## src/hdl/crh_pkg.sv

```systemverilog
// Shared types, codes and constants of the capture record header deframer.
`timescale 1ns / 1ps

package crh_pkg;

	localparam int MAX_FIELD_LEN_DEF = 32;
	localparam int SIZE_DIGITS_DEF   = 7;

	localparam int CFG_IDX_W = 2;
	localparam int SIZE_W    = 24;
	localparam int HDR_W     = 10;

	localparam logic [7:0] LEAD_SKIP_RST   = 8'd22;
	localparam logic [7:0] MIDDLE_SKIP_RST = 8'd13;
	localparam logic [7:0] TAIL_SKIP_RST   = 8'd16;

	localparam logic [7:0] CH_STAR  = 8'h2A;
	localparam logic [7:0] CH_M     = 8'h4D;
	localparam logic [7:0] CH_SLASH = 8'h2F;
	localparam logic [7:0] CH_ZERO  = 8'h30;
	localparam logic [7:0] CH_NINE  = 8'h39;

	localparam logic [SIZE_W-1:0] SIZE_MAX = {SIZE_W{1'b1}};
	localparam logic [HDR_W-1:0]  HDR_MAX  = {HDR_W{1'b1}};

	typedef enum logic [CFG_IDX_W-1:0] {
		REG_LEAD_SKIP   = 2'd0,
		REG_MIDDLE_SKIP = 2'd1,
		REG_TAIL_SKIP   = 2'd2
	} reg_idx_t;

	typedef enum logic [2:0] {
		TAG_SIZE    = 3'd0,
		TAG_ADDR    = 3'd1,
		TAG_PORT    = 3'd2,
		TAG_TIME    = 3'd3,
		TAG_PAYLOAD = 3'd4,
		TAG_HDR     = 3'd5,
		TAG_TRAILER = 3'd6
	} tag_t;

	typedef enum logic [3:0] {
		PH_MARK0   = 4'd0,
		PH_MARK1   = 4'd1,
		PH_LEAD    = 4'd2,
		PH_SIZE    = 4'd3,
		PH_ADDR    = 4'd4,
		PH_PORT    = 4'd5,
		PH_MIDDLE  = 4'd6,
		PH_TIME    = 4'd7,
		PH_TAIL    = 4'd8,
		PH_PAYLOAD = 4'd9,
		PH_TRAILER = 4'd10,
		PH_ERROR   = 4'd11
	} phase_t;

	typedef struct packed {
		logic [7:0] lead_skip;
		logic [7:0] middle_skip;
		logic [7:0] tail_skip;
	} cfg_t;

	typedef struct packed {
		tag_t              field_tag;
		logic [7:0]        char_value;
		logic              field_end;
		logic [SIZE_W-1:0] payload_len;
		logic [HDR_W-1:0]  header_length;
		logic              frame_error;
		logic              record_last;
	} res_t;

endpackage

```

## src/hdl/crh_if.sv

```systemverilog
// Handshake channel interfaces: byte input, result output and register writes.
`timescale 1ns / 1ps

interface crh_byte_if;
	logic       valid;
	logic       ready;
	logic [7:0] data_byte;

	modport source (output valid, output data_byte, input ready);
	modport sink (input valid, input data_byte, output ready);
endinterface

interface crh_result_if;
	logic                       valid;
	logic                       ready;
	logic [2:0]                 field_tag;
	logic [7:0]                 char_value;
	logic                       field_end;
	logic [crh_pkg::SIZE_W-1:0] payload_len;
	logic [crh_pkg::HDR_W-1:0]  header_length;
	logic                       frame_error;
	logic                       record_last;

	modport source (output valid, output field_tag, output char_value, output field_end,
		output payload_len, output header_length, output frame_error,
		output record_last, input ready);
	modport sink (input valid, input field_tag, input char_value, input field_end,
		input payload_len, input header_length, input frame_error,
		input record_last, output ready);
endinterface

interface crh_cfg_if;
	logic                          valid;
	logic                          ready;
	logic [crh_pkg::CFG_IDX_W-1:0] index;
	logic [7:0]                    data;

	modport source (output valid, output index, output data, input ready);
	modport sink (input valid, input index, input data, output ready);
endinterface

```

## src/hdl/crh_cfg_regs.sv

```systemverilog
// Skip length configuration registers.
`timescale 1ns / 1ps

module crh_cfg_regs (
	input  logic                          clk,
	input  logic                          arst_n,
	input  logic                          wr_en,
	input  logic [crh_pkg::CFG_IDX_W-1:0] wr_index,
	input  logic [7:0]                    wr_data,
	output crh_pkg::cfg_t                 cfg
);

	crh_pkg::cfg_t cfg_q;

	always_ff @(posedge clk or negedge arst_n) begin
		if (!arst_n) begin
			cfg_q.lead_skip   <= crh_pkg::LEAD_SKIP_RST;
			cfg_q.middle_skip <= crh_pkg::MIDDLE_SKIP_RST;
			cfg_q.tail_skip   <= crh_pkg::TAIL_SKIP_RST;
		end else if (wr_en) begin
			// Writes to an index past the register list are dropped.
			unique case (wr_index)
				crh_pkg::REG_LEAD_SKIP:   cfg_q.lead_skip   <= wr_data;
				crh_pkg::REG_MIDDLE_SKIP: cfg_q.middle_skip <= wr_data;
				crh_pkg::REG_TAIL_SKIP:   cfg_q.tail_skip   <= wr_data;
				default: ;
			endcase
		end
	end

	assign cfg = cfg_q;

endmodule

```

## src/hdl/crh_fsm.sv

```systemverilog
// Record parser: phase state machine, skip and field counters, size accumulator.
`timescale 1ns / 1ps

module crh_fsm #(
	parameter int MAX_FIELD_LEN = crh_pkg::MAX_FIELD_LEN_DEF,
	parameter int SIZE_DIGITS   = crh_pkg::SIZE_DIGITS_DEF
) (
	input  logic          clk,
	input  logic          arst_n,
	input  logic          take,
	input  logic [7:0]    data_byte,
	input  crh_pkg::cfg_t cfg,
	output logic          res_valid,
	output crh_pkg::res_t res
);

	localparam int FL_W = $clog2(MAX_FIELD_LEN + 1);
	localparam int ACC_W = crh_pkg::SIZE_W + 4;

	crh_pkg::phase_t             phase_q, phase_d;
	logic [7:0]                  skip_q, skip_d;
	logic [FL_W-1:0]             fl_q, fl_d;
	logic [crh_pkg::SIZE_W-1:0]  acc_q, acc_d;
	logic                        stopped_q, stopped_d;
	logic [crh_pkg::HDR_W-1:0]   hdr_q, hdr_d, hdr_inc;
	logic [crh_pkg::SIZE_W-1:0]  rem_q, rem_d, rem_dec;
	logic [7:0]                  skip_dec;
	logic [ACC_W-1:0]            acc_x10;
	logic                        is_slash, is_digit, field_full, digits_full;
	crh_pkg::tag_t               field_tag;

	always_ff @(posedge clk or negedge arst_n) begin
		if (!arst_n) begin
			phase_q   <= crh_pkg::PH_MARK0;
			skip_q    <= '0;
			fl_q      <= '0;
			acc_q     <= '0;
			stopped_q <= 1'b0;
			hdr_q     <= '0;
			rem_q     <= '0;
		end else if (take) begin
			phase_q   <= phase_d;
			skip_q    <= skip_d;
			fl_q      <= fl_d;
			acc_q     <= acc_d;
			stopped_q <= stopped_d;
			hdr_q     <= hdr_d;
			rem_q     <= rem_d;
		end
	end

	assign is_slash    = (data_byte == crh_pkg::CH_SLASH);
	assign is_digit    = (data_byte >= crh_pkg::CH_ZERO) && (data_byte <= crh_pkg::CH_NINE);
	assign field_full  = {{(32 - FL_W){1'b0}}, fl_q} >= 32'(MAX_FIELD_LEN);
	assign digits_full = {{(32 - FL_W){1'b0}}, fl_q} >= 32'(SIZE_DIGITS);
	assign hdr_inc     = (hdr_q == crh_pkg::HDR_MAX) ? hdr_q : hdr_q + 1'b1;
	assign skip_dec    = skip_q - 8'd1;
	assign rem_dec     = rem_q - 1'b1;
	// Times ten as two shifted copies, plus the digit.
	assign acc_x10     = {1'b0, acc_q, 3'b000} + {3'b000, acc_q, 1'b0}
		+ {{(ACC_W - 4){1'b0}}, 4'(data_byte - crh_pkg::CH_ZERO)};

	always_comb begin
		unique case (phase_q)
			crh_pkg::PH_ADDR: field_tag = crh_pkg::TAG_ADDR;
			crh_pkg::PH_PORT: field_tag = crh_pkg::TAG_PORT;
			crh_pkg::PH_TIME: field_tag = crh_pkg::TAG_TIME;
			default:          field_tag = crh_pkg::TAG_SIZE;
		endcase
	end

	always_comb begin
		phase_d   = phase_q;
		skip_d    = skip_q;
		fl_d      = fl_q;
		acc_d     = acc_q;
		stopped_d = stopped_q;
		hdr_d     = hdr_q;
		rem_d     = rem_q;
		res_valid = 1'b0;
		res       = '0;
		res.field_tag  = crh_pkg::TAG_SIZE;
		res.char_value = data_byte;

		unique case (phase_q)
			crh_pkg::PH_MARK0: begin
				if (data_byte != crh_pkg::CH_STAR) begin
					phase_d         = crh_pkg::PH_ERROR;
					res_valid       = 1'b1;
					res.frame_error = 1'b1;
				end else begin
					hdr_d     = crh_pkg::HDR_W'(1);
					acc_d     = '0;
					stopped_d = 1'b0;
					fl_d      = '0;
					phase_d   = crh_pkg::PH_MARK1;
				end
			end
			crh_pkg::PH_MARK1: begin
				if (data_byte != crh_pkg::CH_M) begin
					phase_d         = crh_pkg::PH_ERROR;
					res_valid       = 1'b1;
					res.frame_error = 1'b1;
				end else begin
					hdr_d = hdr_inc;
					if (cfg.lead_skip <= 8'd2) begin
						phase_d = crh_pkg::PH_SIZE;
					end else begin
						skip_d  = cfg.lead_skip - 8'd2;
						phase_d = crh_pkg::PH_LEAD;
					end
				end
			end
			crh_pkg::PH_LEAD, crh_pkg::PH_MIDDLE: begin
				hdr_d  = hdr_inc;
				skip_d = skip_dec;
				if (skip_dec == 8'd0) begin
					phase_d = (phase_q == crh_pkg::PH_LEAD) ? crh_pkg::PH_SIZE
						: crh_pkg::PH_TIME;
				end
			end
			crh_pkg::PH_SIZE, crh_pkg::PH_ADDR, crh_pkg::PH_PORT, crh_pkg::PH_TIME: begin
				hdr_d = hdr_inc;
				res.field_tag = field_tag;
				if (is_slash) begin
					fl_d          = '0;
					res_valid     = 1'b1;
					res.field_end = 1'b1;
					unique case (phase_q)
						crh_pkg::PH_SIZE: phase_d = crh_pkg::PH_ADDR;
						crh_pkg::PH_ADDR: phase_d = crh_pkg::PH_PORT;
						crh_pkg::PH_PORT: begin
							if (cfg.middle_skip != 8'd0) begin
								skip_d  = cfg.middle_skip;
								phase_d = crh_pkg::PH_MIDDLE;
							end else begin
								phase_d = crh_pkg::PH_TIME;
							end
						end
						default: begin
							if (cfg.tail_skip == 8'd0) begin
								// No tail: the closing slash itself reports the header.
								rem_d             = acc_q;
								phase_d           = (acc_q != '0) ? crh_pkg::PH_PAYLOAD
									: crh_pkg::PH_TRAILER;
								res.field_tag     = crh_pkg::TAG_HDR;
								res.payload_len   = acc_q;
								res.header_length = hdr_inc;
							end else begin
								skip_d  = cfg.tail_skip;
								phase_d = crh_pkg::PH_TAIL;
							end
						end
					endcase
				end else if (field_full || (phase_q == crh_pkg::PH_SIZE && !stopped_q
						&& is_digit && digits_full)) begin
					phase_d         = crh_pkg::PH_ERROR;
					res_valid       = 1'b1;
					res.field_tag   = crh_pkg::TAG_SIZE;
					res.frame_error = 1'b1;
				end else begin
					if (phase_q == crh_pkg::PH_SIZE && !stopped_q) begin
						if (is_digit) begin
							acc_d = (acc_x10[ACC_W-1:crh_pkg::SIZE_W] != '0) ? crh_pkg::SIZE_MAX
								: acc_x10[crh_pkg::SIZE_W-1:0];
						end else begin
							stopped_d = 1'b1;
						end
					end
					fl_d      = fl_q + 1'b1;
					res_valid = 1'b1;
				end
			end
			crh_pkg::PH_TAIL: begin
				hdr_d  = hdr_inc;
				skip_d = skip_dec;
				if (skip_dec == 8'd0) begin
					rem_d             = acc_q;
					phase_d           = (acc_q != '0) ? crh_pkg::PH_PAYLOAD : crh_pkg::PH_TRAILER;
					res_valid         = 1'b1;
					res.field_tag     = crh_pkg::TAG_HDR;
					res.payload_len   = acc_q;
					res.header_length = hdr_inc;
				end
			end
			crh_pkg::PH_PAYLOAD: begin
				rem_d         = rem_dec;
				res_valid     = 1'b1;
				res.field_tag = crh_pkg::TAG_PAYLOAD;
				if (rem_dec == '0) begin
					phase_d = crh_pkg::PH_TRAILER;
				end
			end
			crh_pkg::PH_TRAILER: begin
				phase_d         = crh_pkg::PH_MARK0;
				res_valid       = 1'b1;
				res.field_tag   = crh_pkg::TAG_TRAILER;
				res.record_last = 1'b1;
			end
			crh_pkg::PH_ERROR: begin
				phase_d = crh_pkg::PH_ERROR;
			end
			default: begin
				phase_d = crh_pkg::PH_ERROR;
			end
		endcase
	end

endmodule

```

## src/hdl/crh_out_reg.sv

```systemverilog
// Result register between the parser and the output channel.
`timescale 1ns / 1ps

module crh_out_reg (
	input  logic          clk,
	input  logic          arst_n,
	input  logic          take,
	input  logic          push,
	input  crh_pkg::res_t res,
	output logic          up_ready,
	input  logic          down_ready,
	output logic          out_valid,
	output crh_pkg::res_t out_res
);

	logic          valid_q;
	crh_pkg::res_t res_q;

	// The register can load when it is empty or its result leaves this cycle.
	assign up_ready = !valid_q || down_ready;

	always_ff @(posedge clk or negedge arst_n) begin
		if (!arst_n) begin
			valid_q <= 1'b0;
		end else if (up_ready) begin
			valid_q <= take && push;
		end
	end

	always_ff @(posedge clk) begin
		if (up_ready && take && push) begin
			res_q <= res;
		end
	end

	assign out_valid = valid_q;
	assign out_res   = res_q;

endmodule

```

## src/hdl/capture_record_header_deframer.sv

```systemverilog
// Top level of the capture record header deframer.
//
// Usage:
// bytes carries the raw capture stream, one byte per request. Each record is
// the marker '*','M', a lead, the slash-ended size, address and port fields,
// a middle skip, the time field and a tail skip, then the payload and one
// trailer byte. records carries at most one result per input byte: tagged
// field characters, a header-done result with payload size and header length,
// payload bytes and the trailer marked record_last. Matching marker, lead and
// middle skip bytes give no result, nor do tail bytes but the last, which
// carries the header-done result. cfg writes the lead, middle and tail skip
// registers; write them only while the block is idle. A byte is accepted every
// cycle while the output register can load: the parser state updates in the
// same cycle that a byte is taken and the result lands in a single output
// register, which shows it on records in the cycle after. If records stalls,
// bytes.ready drops only while that register is full and not being drained.
// After reset the skips hold 22, 13 and 16 and the block waits for a record
// marker. A bad marker, an overlong field or too many size digits gives one
// result with frame_error set, after which nothing more is reported until the next reset.
`timescale 1ns / 1ps

module capture_record_header_deframer #(
	parameter int MAX_FIELD_LEN = crh_pkg::MAX_FIELD_LEN_DEF,
	parameter int SIZE_DIGITS   = crh_pkg::SIZE_DIGITS_DEF
) (
	input logic          clk,
	input logic          arst_n,
	crh_byte_if.sink     bytes,
	crh_result_if.source records,
	crh_cfg_if.sink      cfg
);

	crh_pkg::cfg_t cfg_val;
	crh_pkg::res_t res, out_res;
	logic          res_valid;
	logic          up_ready;
	logic          take;

	assign cfg.ready   = 1'b1;
	assign bytes.ready = up_ready;
	assign take        = bytes.valid && up_ready;

	crh_cfg_regs u_cfg_regs (
		.clk      (clk),
		.arst_n   (arst_n),
		.wr_en    (cfg.valid),
		.wr_index (cfg.index),
		.wr_data  (cfg.data),
		.cfg      (cfg_val)
	);

	crh_fsm #(
		.MAX_FIELD_LEN (MAX_FIELD_LEN),
		.SIZE_DIGITS   (SIZE_DIGITS)
	) u_fsm (
		.clk       (clk),
		.arst_n    (arst_n),
		.take      (take),
		.data_byte (bytes.data_byte),
		.cfg       (cfg_val),
		.res_valid (res_valid),
		.res       (res)
	);

	crh_out_reg u_out_reg (
		.clk        (clk),
		.arst_n     (arst_n),
		.take       (take),
		.push       (res_valid),
		.res        (res),
		.up_ready   (up_ready),
		.down_ready (records.ready),
		.out_valid  (records.valid),
		.out_res    (out_res)
	);

	assign records.field_tag     = 3'(out_res.field_tag);
	assign records.char_value    = out_res.char_value;
	assign records.field_end     = out_res.field_end;
	assign records.payload_len   = out_res.payload_len;
	assign records.header_length = out_res.header_length;
	assign records.frame_error   = out_res.frame_error;
	assign records.record_last   = out_res.record_last;

endmodule

```

## src/flat_wrapper.sv

```systemverilog
// flat-port wrapper written by rule: the top's interface ports become plain ports
module capture_record_header_deframer_flat 
#(
	parameter int MAX_FIELD_LEN = crh_pkg::MAX_FIELD_LEN_DEF,
	parameter int SIZE_DIGITS   = crh_pkg::SIZE_DIGITS_DEF
)
  (clk, arst_n, bytes_valid, bytes_data_byte, bytes_ready, records_valid, records_field_tag, records_char_value, records_field_end, records_payload_len, records_header_length, records_frame_error, records_record_last, records_ready, cfg_valid, cfg_index, cfg_data, cfg_ready);
  crh_byte_if bytes_i ();
  crh_result_if records_i ();
  crh_cfg_if cfg_i ();
  input logic clk;
  input logic arst_n;
  input wire logic [$bits(bytes_i.valid)-1:0] bytes_valid;
  input wire logic [$bits(bytes_i.data_byte)-1:0] bytes_data_byte;
  output wire logic [$bits(bytes_i.ready)-1:0] bytes_ready;
  output wire logic [$bits(records_i.valid)-1:0] records_valid;
  output wire logic [$bits(records_i.field_tag)-1:0] records_field_tag;
  output wire logic [$bits(records_i.char_value)-1:0] records_char_value;
  output wire logic [$bits(records_i.field_end)-1:0] records_field_end;
  output wire logic [$bits(records_i.payload_len)-1:0] records_payload_len;
  output wire logic [$bits(records_i.header_length)-1:0] records_header_length;
  output wire logic [$bits(records_i.frame_error)-1:0] records_frame_error;
  output wire logic [$bits(records_i.record_last)-1:0] records_record_last;
  input wire logic [$bits(records_i.ready)-1:0] records_ready;
  input wire logic [$bits(cfg_i.valid)-1:0] cfg_valid;
  input wire logic [$bits(cfg_i.index)-1:0] cfg_index;
  input wire logic [$bits(cfg_i.data)-1:0] cfg_data;
  output wire logic [$bits(cfg_i.ready)-1:0] cfg_ready;
  assign bytes_i.valid = bytes_valid;
  assign bytes_i.data_byte = bytes_data_byte;
  assign bytes_ready = bytes_i.ready;
  assign records_valid = records_i.valid;
  assign records_field_tag = records_i.field_tag;
  assign records_char_value = records_i.char_value;
  assign records_field_end = records_i.field_end;
  assign records_payload_len = records_i.payload_len;
  assign records_header_length = records_i.header_length;
  assign records_frame_error = records_i.frame_error;
  assign records_record_last = records_i.record_last;
  assign records_i.ready = records_ready;
  assign cfg_i.valid = cfg_valid;
  assign cfg_i.index = cfg_index;
  assign cfg_i.data = cfg_data;
  assign cfg_ready = cfg_i.ready;
  capture_record_header_deframer #(.MAX_FIELD_LEN(MAX_FIELD_LEN), .SIZE_DIGITS(SIZE_DIGITS)) u_core (.clk(clk), .arst_n(arst_n), .bytes(bytes_i), .records(records_i), .cfg(cfg_i));
endmodule
```

## config.mk

```make
export PLATFORM = sky130hd
export DESIGN_NAME = capture_record_header_deframer_flat
export DESIGN_NICKNAME = d
export VERILOG_FILES = /design/src/hdl/crh_pkg.sv /design/src/hdl/crh_if.sv /design/src/hdl/crh_cfg_regs.sv /design/src/hdl/crh_fsm.sv /design/src/hdl/crh_out_reg.sv /design/src/hdl/capture_record_header_deframer.sv /design/src/flat_wrapper.sv
export SDC_FILE = /design/constraint.sdc
export NUM_CORES = 1
export LEC_CHECK = 0
export ABC_AREA = 0
export BUFFER_PORTS_ARGS = -buffer_cell sky130_fd_sc_hd__buf_2
export CORE_MARGIN = 5
export CORE_UTILIZATION = 66
export DETAILED_ROUTE_END_ITERATION = 10
export PLACE_DENSITY = 0.94
export SLEW_MARGIN = 5
export SYNTH_ARGS = -nofsm -noshare
export SYNTH_HDL_FRONTEND = slang
export SYNTH_SLANG_ARGS = --single-unit
```

## constraint.sdc

```tcl
create_clock -name clk -period 7.1 [get_ports clk]
set_clock_uncertainty 0.05 [all_clocks]
set_input_delay 1.42 -clock clk [delete_from_list [all_inputs] [get_ports clk]]
set_output_delay 1.42 -clock clk [all_outputs]
set_load 0.03 [all_outputs]
```

# Word level (Yosys, flattened, before mapping)
# Index checks and enable logic that the tools add are counted.
# classes
n_addsub	8
muxes	67
n_eq_ne	35
reduce_logical	41
order_cmp	5
# ops
op	count
$mux W24	10
$mux W34	3
$pmux W24 S3	1
$pmux W34 S2	1
$pmux W24 S2	1
$mux W8	5
$mux W35	1
$mux W10	3
$ne A2 B2 Y1 const B	15
$pmux W10 S3	1
$add A27 B25 Y28	1
$add A28 B4 Y28	1
$mux W4	7
$pmux W4 S7	1
$logic_not A24 Y1	1
$pmux W8 S3	1
$reduce_bool A24 Y1	1
$sub A24 B1 Y24 const B	1
$mux W3	6
$mux W6	3
$eq A4 B3 Y1 const B	4
$logic_not A8 Y1	2
$pmux W8 S2	1
$reduce_and A7 Y1	2
48 further kinds	83
# word_totals
ff_bits	150
out_inout_bits	51
in_bits	23
wordCells	174

# Logic depth before layout (Yosys ltp)
# logic_depth
depth_word	9
ltp_mapped	13

# Cells and area by module
# A second synthesis with hierarchy kept.
# hier_totals
hier_cells	991
area_unflattened_um2	9460.3
# modules_own_cells
module	cells_each	area_per_inst_um2	instances
crh_fsm	884	7020.5	1
crh_out_reg	53	1501.4	1
crh_cfg_regs	51	920.9	1
capture_record_header_deframer	3	17.5	1

# Worst setup path before layout
# OpenSTA, ideal clock, no wires.
# synth_path
path_type	input to register
start	input records_ready
end	register u_core.u_out_reg.res_q, in the netlist u_core.u_out_reg.out_res[0] (enable)
setup_ns	0.483
path_buffers	0
stages	5
arrival_time_ns	4.523
path_slack_ns	2.044
cell_sequence	inv_1 nand2_1 and2_1 o21ai_0 a41oi_1
# synth_via
elab_chain_cells	4
# synth_rtl
element	line	text
start: declaration	flat_wrapper.sv:24	input wire logic [$bits(records_i.ready)-1:0] records_ready;
$logic_or A1 B1 Y1 (*)	crh_out_reg.sv:20	assign up_ready = !valid_q || down_ready;
named net bytes_ready	flat_wrapper.sv:15	output wire logic [$bits(bytes_i.ready)-1:0] bytes_ready;
$logic_and A1 B1 Y1	capture_record_header_deframer.sv:41	assign take = bytes.valid && up_ready;
$logic_and A1 B1 Y1 (*) (2 in a row)	crh_out_reg.sv:31	if (up_ready && take && push) begin
end signal: assignment	crh_out_reg.sv:32	res_q <= res;
end: declaration	crh_out_reg.sv:17	crh_pkg::res_t res_q;
# The timed path passes the listed nets; every way through them passes the cells marked *.
# A chain may end at the register's enable or synchronous reset.

# Worst setup path after layout
# layout_path
start	input bytes_data_byte[3]
end	register u_core.u_fsm.acc_q[3] (netlist name)
# layout_via
elab_chain_cells	9
elab_cells_between_ends	22
cone_classes	add/sub: 2; order compare: 2; eq/ne: 6; mux: 6; reduce/logical: 6
# layout_rtl
element	line	text
start: declaration	flat_wrapper.sv:14	input wire logic [$bits(bytes_i.data_byte)-1:0] bytes_data_byte;
$sub A4 B1 Y4	crh_fsm.sv:61	+ {{(ACC_W - 4){1'b0}}, 4'(data_byte - crh_pkg::CH_ZERO)};
$add A28 B4 Y28	crh_fsm.sv:61	
$reduce_bool A4 Y1	crh_fsm.sv:164	acc_d = (acc_x10[ACC_W-1:crh_pkg::SIZE_W] != '0) ? crh_pkg::SIZE_MAX
$mux W24	crh_fsm.sv:164	
$mux W24	crh_fsm.sv:163	if (is_digit) begin
$mux W24	crh_fsm.sv:162	if (phase_q == crh_pkg::PH_SIZE && !stopped_q) begin
$mux W24	crh_fsm.sv:155	end else if (field_full || (phase_q == crh_pkg::PH_SIZE && !stopped_q
$mux W24	crh_fsm.sv:125	if (is_slash) begin
$pmux W24 S2	crh_fsm.sv:85	unique case (phase_q)
end signal: assignment	crh_fsm.sv:37	acc_q <= '0;
end signal: assignment	crh_fsm.sv:45	acc_q <= acc_d;
end: declaration	crh_fsm.sv:23	logic [crh_pkg::SIZE_W-1:0] acc_q, acc_d;
# Several ways; a longest one is shown, not always the timed one. The select of a mux whose other input is x is not followed.

==> metrics.txt <==
cell with the most instances after synthesis=a21oi_1; fin. max-slew vios=0; synthesized instance count=1014; num rows=43; hold buffers post-CTS=0; clock sink total=150; Yosys warning count=0; fmax=220 MHz; synth top area cells=dfrtp_1 (25%), edfxtp_1 (15%), ha_1 (7.3%); die area=16800 µm²; Worst-path clk slew=~0.060 ns; grt ovf=0; met3 Track Usage GR=under 10%; mapped cell area=9430 µm²; placed insts=1223; Final Critical Period=4.55 ns; grt met1 use=39.6%; period utilisation layout=64.1%; chip width=130 µm; RSZ-0062 raised after global routing=no; sum of negative setup slack=0 ns; hold crit path type=reg2reg; first drt pass iteration count=6; global-route usage over all layers=a little under a third; critical path peak fanout=11; Synth cell types=between 70 and 80; WHS=0.456 ns; Post-CTS Resized=0; post-CTS setup buffers=0; Setup crit end kind=flip-flop; H-tree depth=4; FF+latch count, synth=150; measured slew at the worst slew-check pin=roughly 1.2 ns; vias in the first global route=8230; Routed WL per cell=19.8 µm; crit path DAT=about 4.8 ns; Syn Nets=1094; Routed Antenna Nets=0; area delta synth->final=10.6%; CTS tree=done; Die Y=about 130 µm; Critical Path Source Type=input port; Avg Inst Size Synth=9.30 µm²; top post-synthesis cells by count=a21oi_1 (99), dfrtp_1 (95), nor2_1 (88), nand2_1 (81), o21ai_0 (79); Iter 0 DRT Violations=around 1500; DP HPWL=17200 µm; root buffer cell=clkbuf_16; register area share after synthesis=42.5%; Synth top area share=25.2%; HP Start=u_core.u_out_reg.out_valid; TritonCTS Buffers=17; fill count=roughly 890; MaxCap Viol Count=0; ys async rst share=68.0%; Synth area leader=dfrtp_1; largest net degree at the start of global routing=56; PortBufs=a little over 70; gpl congestion=0.948; global-route wire length before repair=40500 µm; pwr dens=roughly 330 nW/µm²; Ant. Diodes=0; leak pwr=4.47 nW; Layout Cells excl Fill=1255; Setup Crit Path Kind=in2reg; crit path from=bytes_data_byte[3]; run status=finished clean; io pins=74; DR vias=between 8000 and 9000; Main synth FF type=dfrtp_1; DRC violations left=0; Setup Viol. Count Final=0; core area=around 14000 µm²; initial antenna violation count=0; r2r startpoint=u_core.u_fsm.phase_q[1]; clk buf depth=2; layout cells sized above 1=15.3%; met2 Usage GRT=48.5%; clk_lat worst skew=roughly 0.43 ns; routed wire length=around 25000 µm; Slew headroom=19.8%; Worst Path Required=7.32 ns; DR vias/cell=6.88; number of synthesized flops with an enable pin=48; Peak VDD IR=0.209 mV; Fin. Hold Viols=0; layout net count=1142; GRT Max-Usage Layer=met2; Initial Util=67.6%
## cell type report
cell class / instances / area (µm²) / area share (%)
repair buffers: 79 / 415 / 3.98
flip-flops and latches: 150 / 4000 / 38.4
clock buffers: 23 / 479 / 4.59
well taps: 180 / 225 / 2.16
inverters: 29 / 109 / 1.04
multi-input cells: 785 / 5130 / 49.2
clock inverters: 9 / 65.1 / 0.624
## critical path, cell delays in order
cell and delay, ns:
buf_2 0.13, fa_1 0.56, inv_1 0.06, fa_1 0.43, nand2b_1 0.19, a21oi_1 0.22, o211ai_1 0.17, a31oi_1 0.26
o2111a_1 0.26, a21oi_1 0.08, nor2_1 0.53, buf_4 0.30, a41oi_1 0.14
## path summary, 6_finish.rpt
kind	cells after the start	slack, ns	end
worst min-delay path	1	0.46	u_core.u_out_reg.out_valid
worst min register to register	1	0.46	u_core.u_out_reg.out_valid
worst max-delay path	13	2.55	u_core.u_fsm.acc_q[3]
max in group asynchronous	2	4.89	u_core.u_fsm.hdr_q[5]
worst max register to register	8	3.03	u_core.u_fsm.acc_q[16]
min in group asynchronous	1	0.94	u_core.u_fsm.acc_q[12]
## metal layers
layer | vias up | routed length, µm
met5 | - | 0
met4 | 0 | 883
met3 | 102 | 2850
met2 | 588 | 11600
met1 | 4071 | 9590
li1 | 3873 | -
## cells by family (layout without fill, tap and decap cells)
| group | Yosys count | count (layout) | synth area share, % |
|---|---|---|---|
| AO/OA/AOI/OAI | 318 | 318 | 20.6 |
| XOR/XNOR | 38 | 38 | 3.53 |
| adder cells (fa/ha/maj) | 58 | 58 | 7.83 |
| buffers and inverters | 79 | 140 | 3.33 |
| flip-flops | 150 | 150 | 42.5 |
| multiplexers | 32 | 32 | 3.76 |
| other | 1 | 1 | 0.0398 |
| AND/OR/NAND/NOR | 338 | 338 | 18.4 |
## registers in the layout, summed over array words and instances, names as in the netlist
register and flops:
u_core.u_fsm.phase_q 4, u_core.u_fsm.hdr_q 10, u_core.u_fsm.stopped_q 1, u_core.u_out_reg.out_res 48, u_core.u_fsm.fl_q 6, u_core.u_fsm.rem_q 24
u_core.u_fsm.acc_q 24, u_core.u_fsm.skip_q 8, u_core.u_out_reg.out_valid 1, u_core.u_cfg_regs.cfg 24
## power by group
part           switching, mW  total [mW]  internal (mW)
sequential             0.221        1.37           1.15
clock                  0.362       0.842          0.479
combinational          0.857        1.28          0.428
## layout by cell type (no fill, tap or decap), drive strengths merged, types with 8 or more instances in the layout
| cell type | n |
|---|---|
| a211oi | 8 |
| a21o | 12 |
| a21oi | 100 |
| a22oi | 10 |
| a31oi | 32 |
| buf | 79 |
| clkbuf | 23 |
| dfrtp | 95 |
| edfxtp | 48 |
| ha | 55 |
| inv | 34 |
| mux2 | 24 |
| mux2i | 8 |
| nand2 | 81 |
| nand2b | 10 |
| nand3 | 26 |
| nand4 | 15 |
| nor2 | 90 |
| nor2b | 32 |
| nor3 | 21 |
| nor4 | 24 |
| o211ai | 8 |
| o21ai | 82 |
| o22ai | 12 |
| xnor2 | 19 |
| xor2 | 19 |
## per-stage QoR
| stage | setup slack [ns] | power (mW) | instance area (µm²) | utilization [%] |
|---|---|---|---|---|
| final | 2.55 | 3.49 | 10400 | 74.8 |
| after global routing | 2.39 | 3.68 | 10400 | 74.8 |
| after CTS | 2.66 | 3.47 | 10400 | 74.8 |
| after detailed placement | 2.21 | 2.62 | 9890 | 70.9 |
| after global placement | 2.28 | 2.55 | 9890 | 70.9 |
| after floorplan | 2.04 | 2.30 | 9430 | - |
No activity file was read; power rests on OpenSTA's default activity.
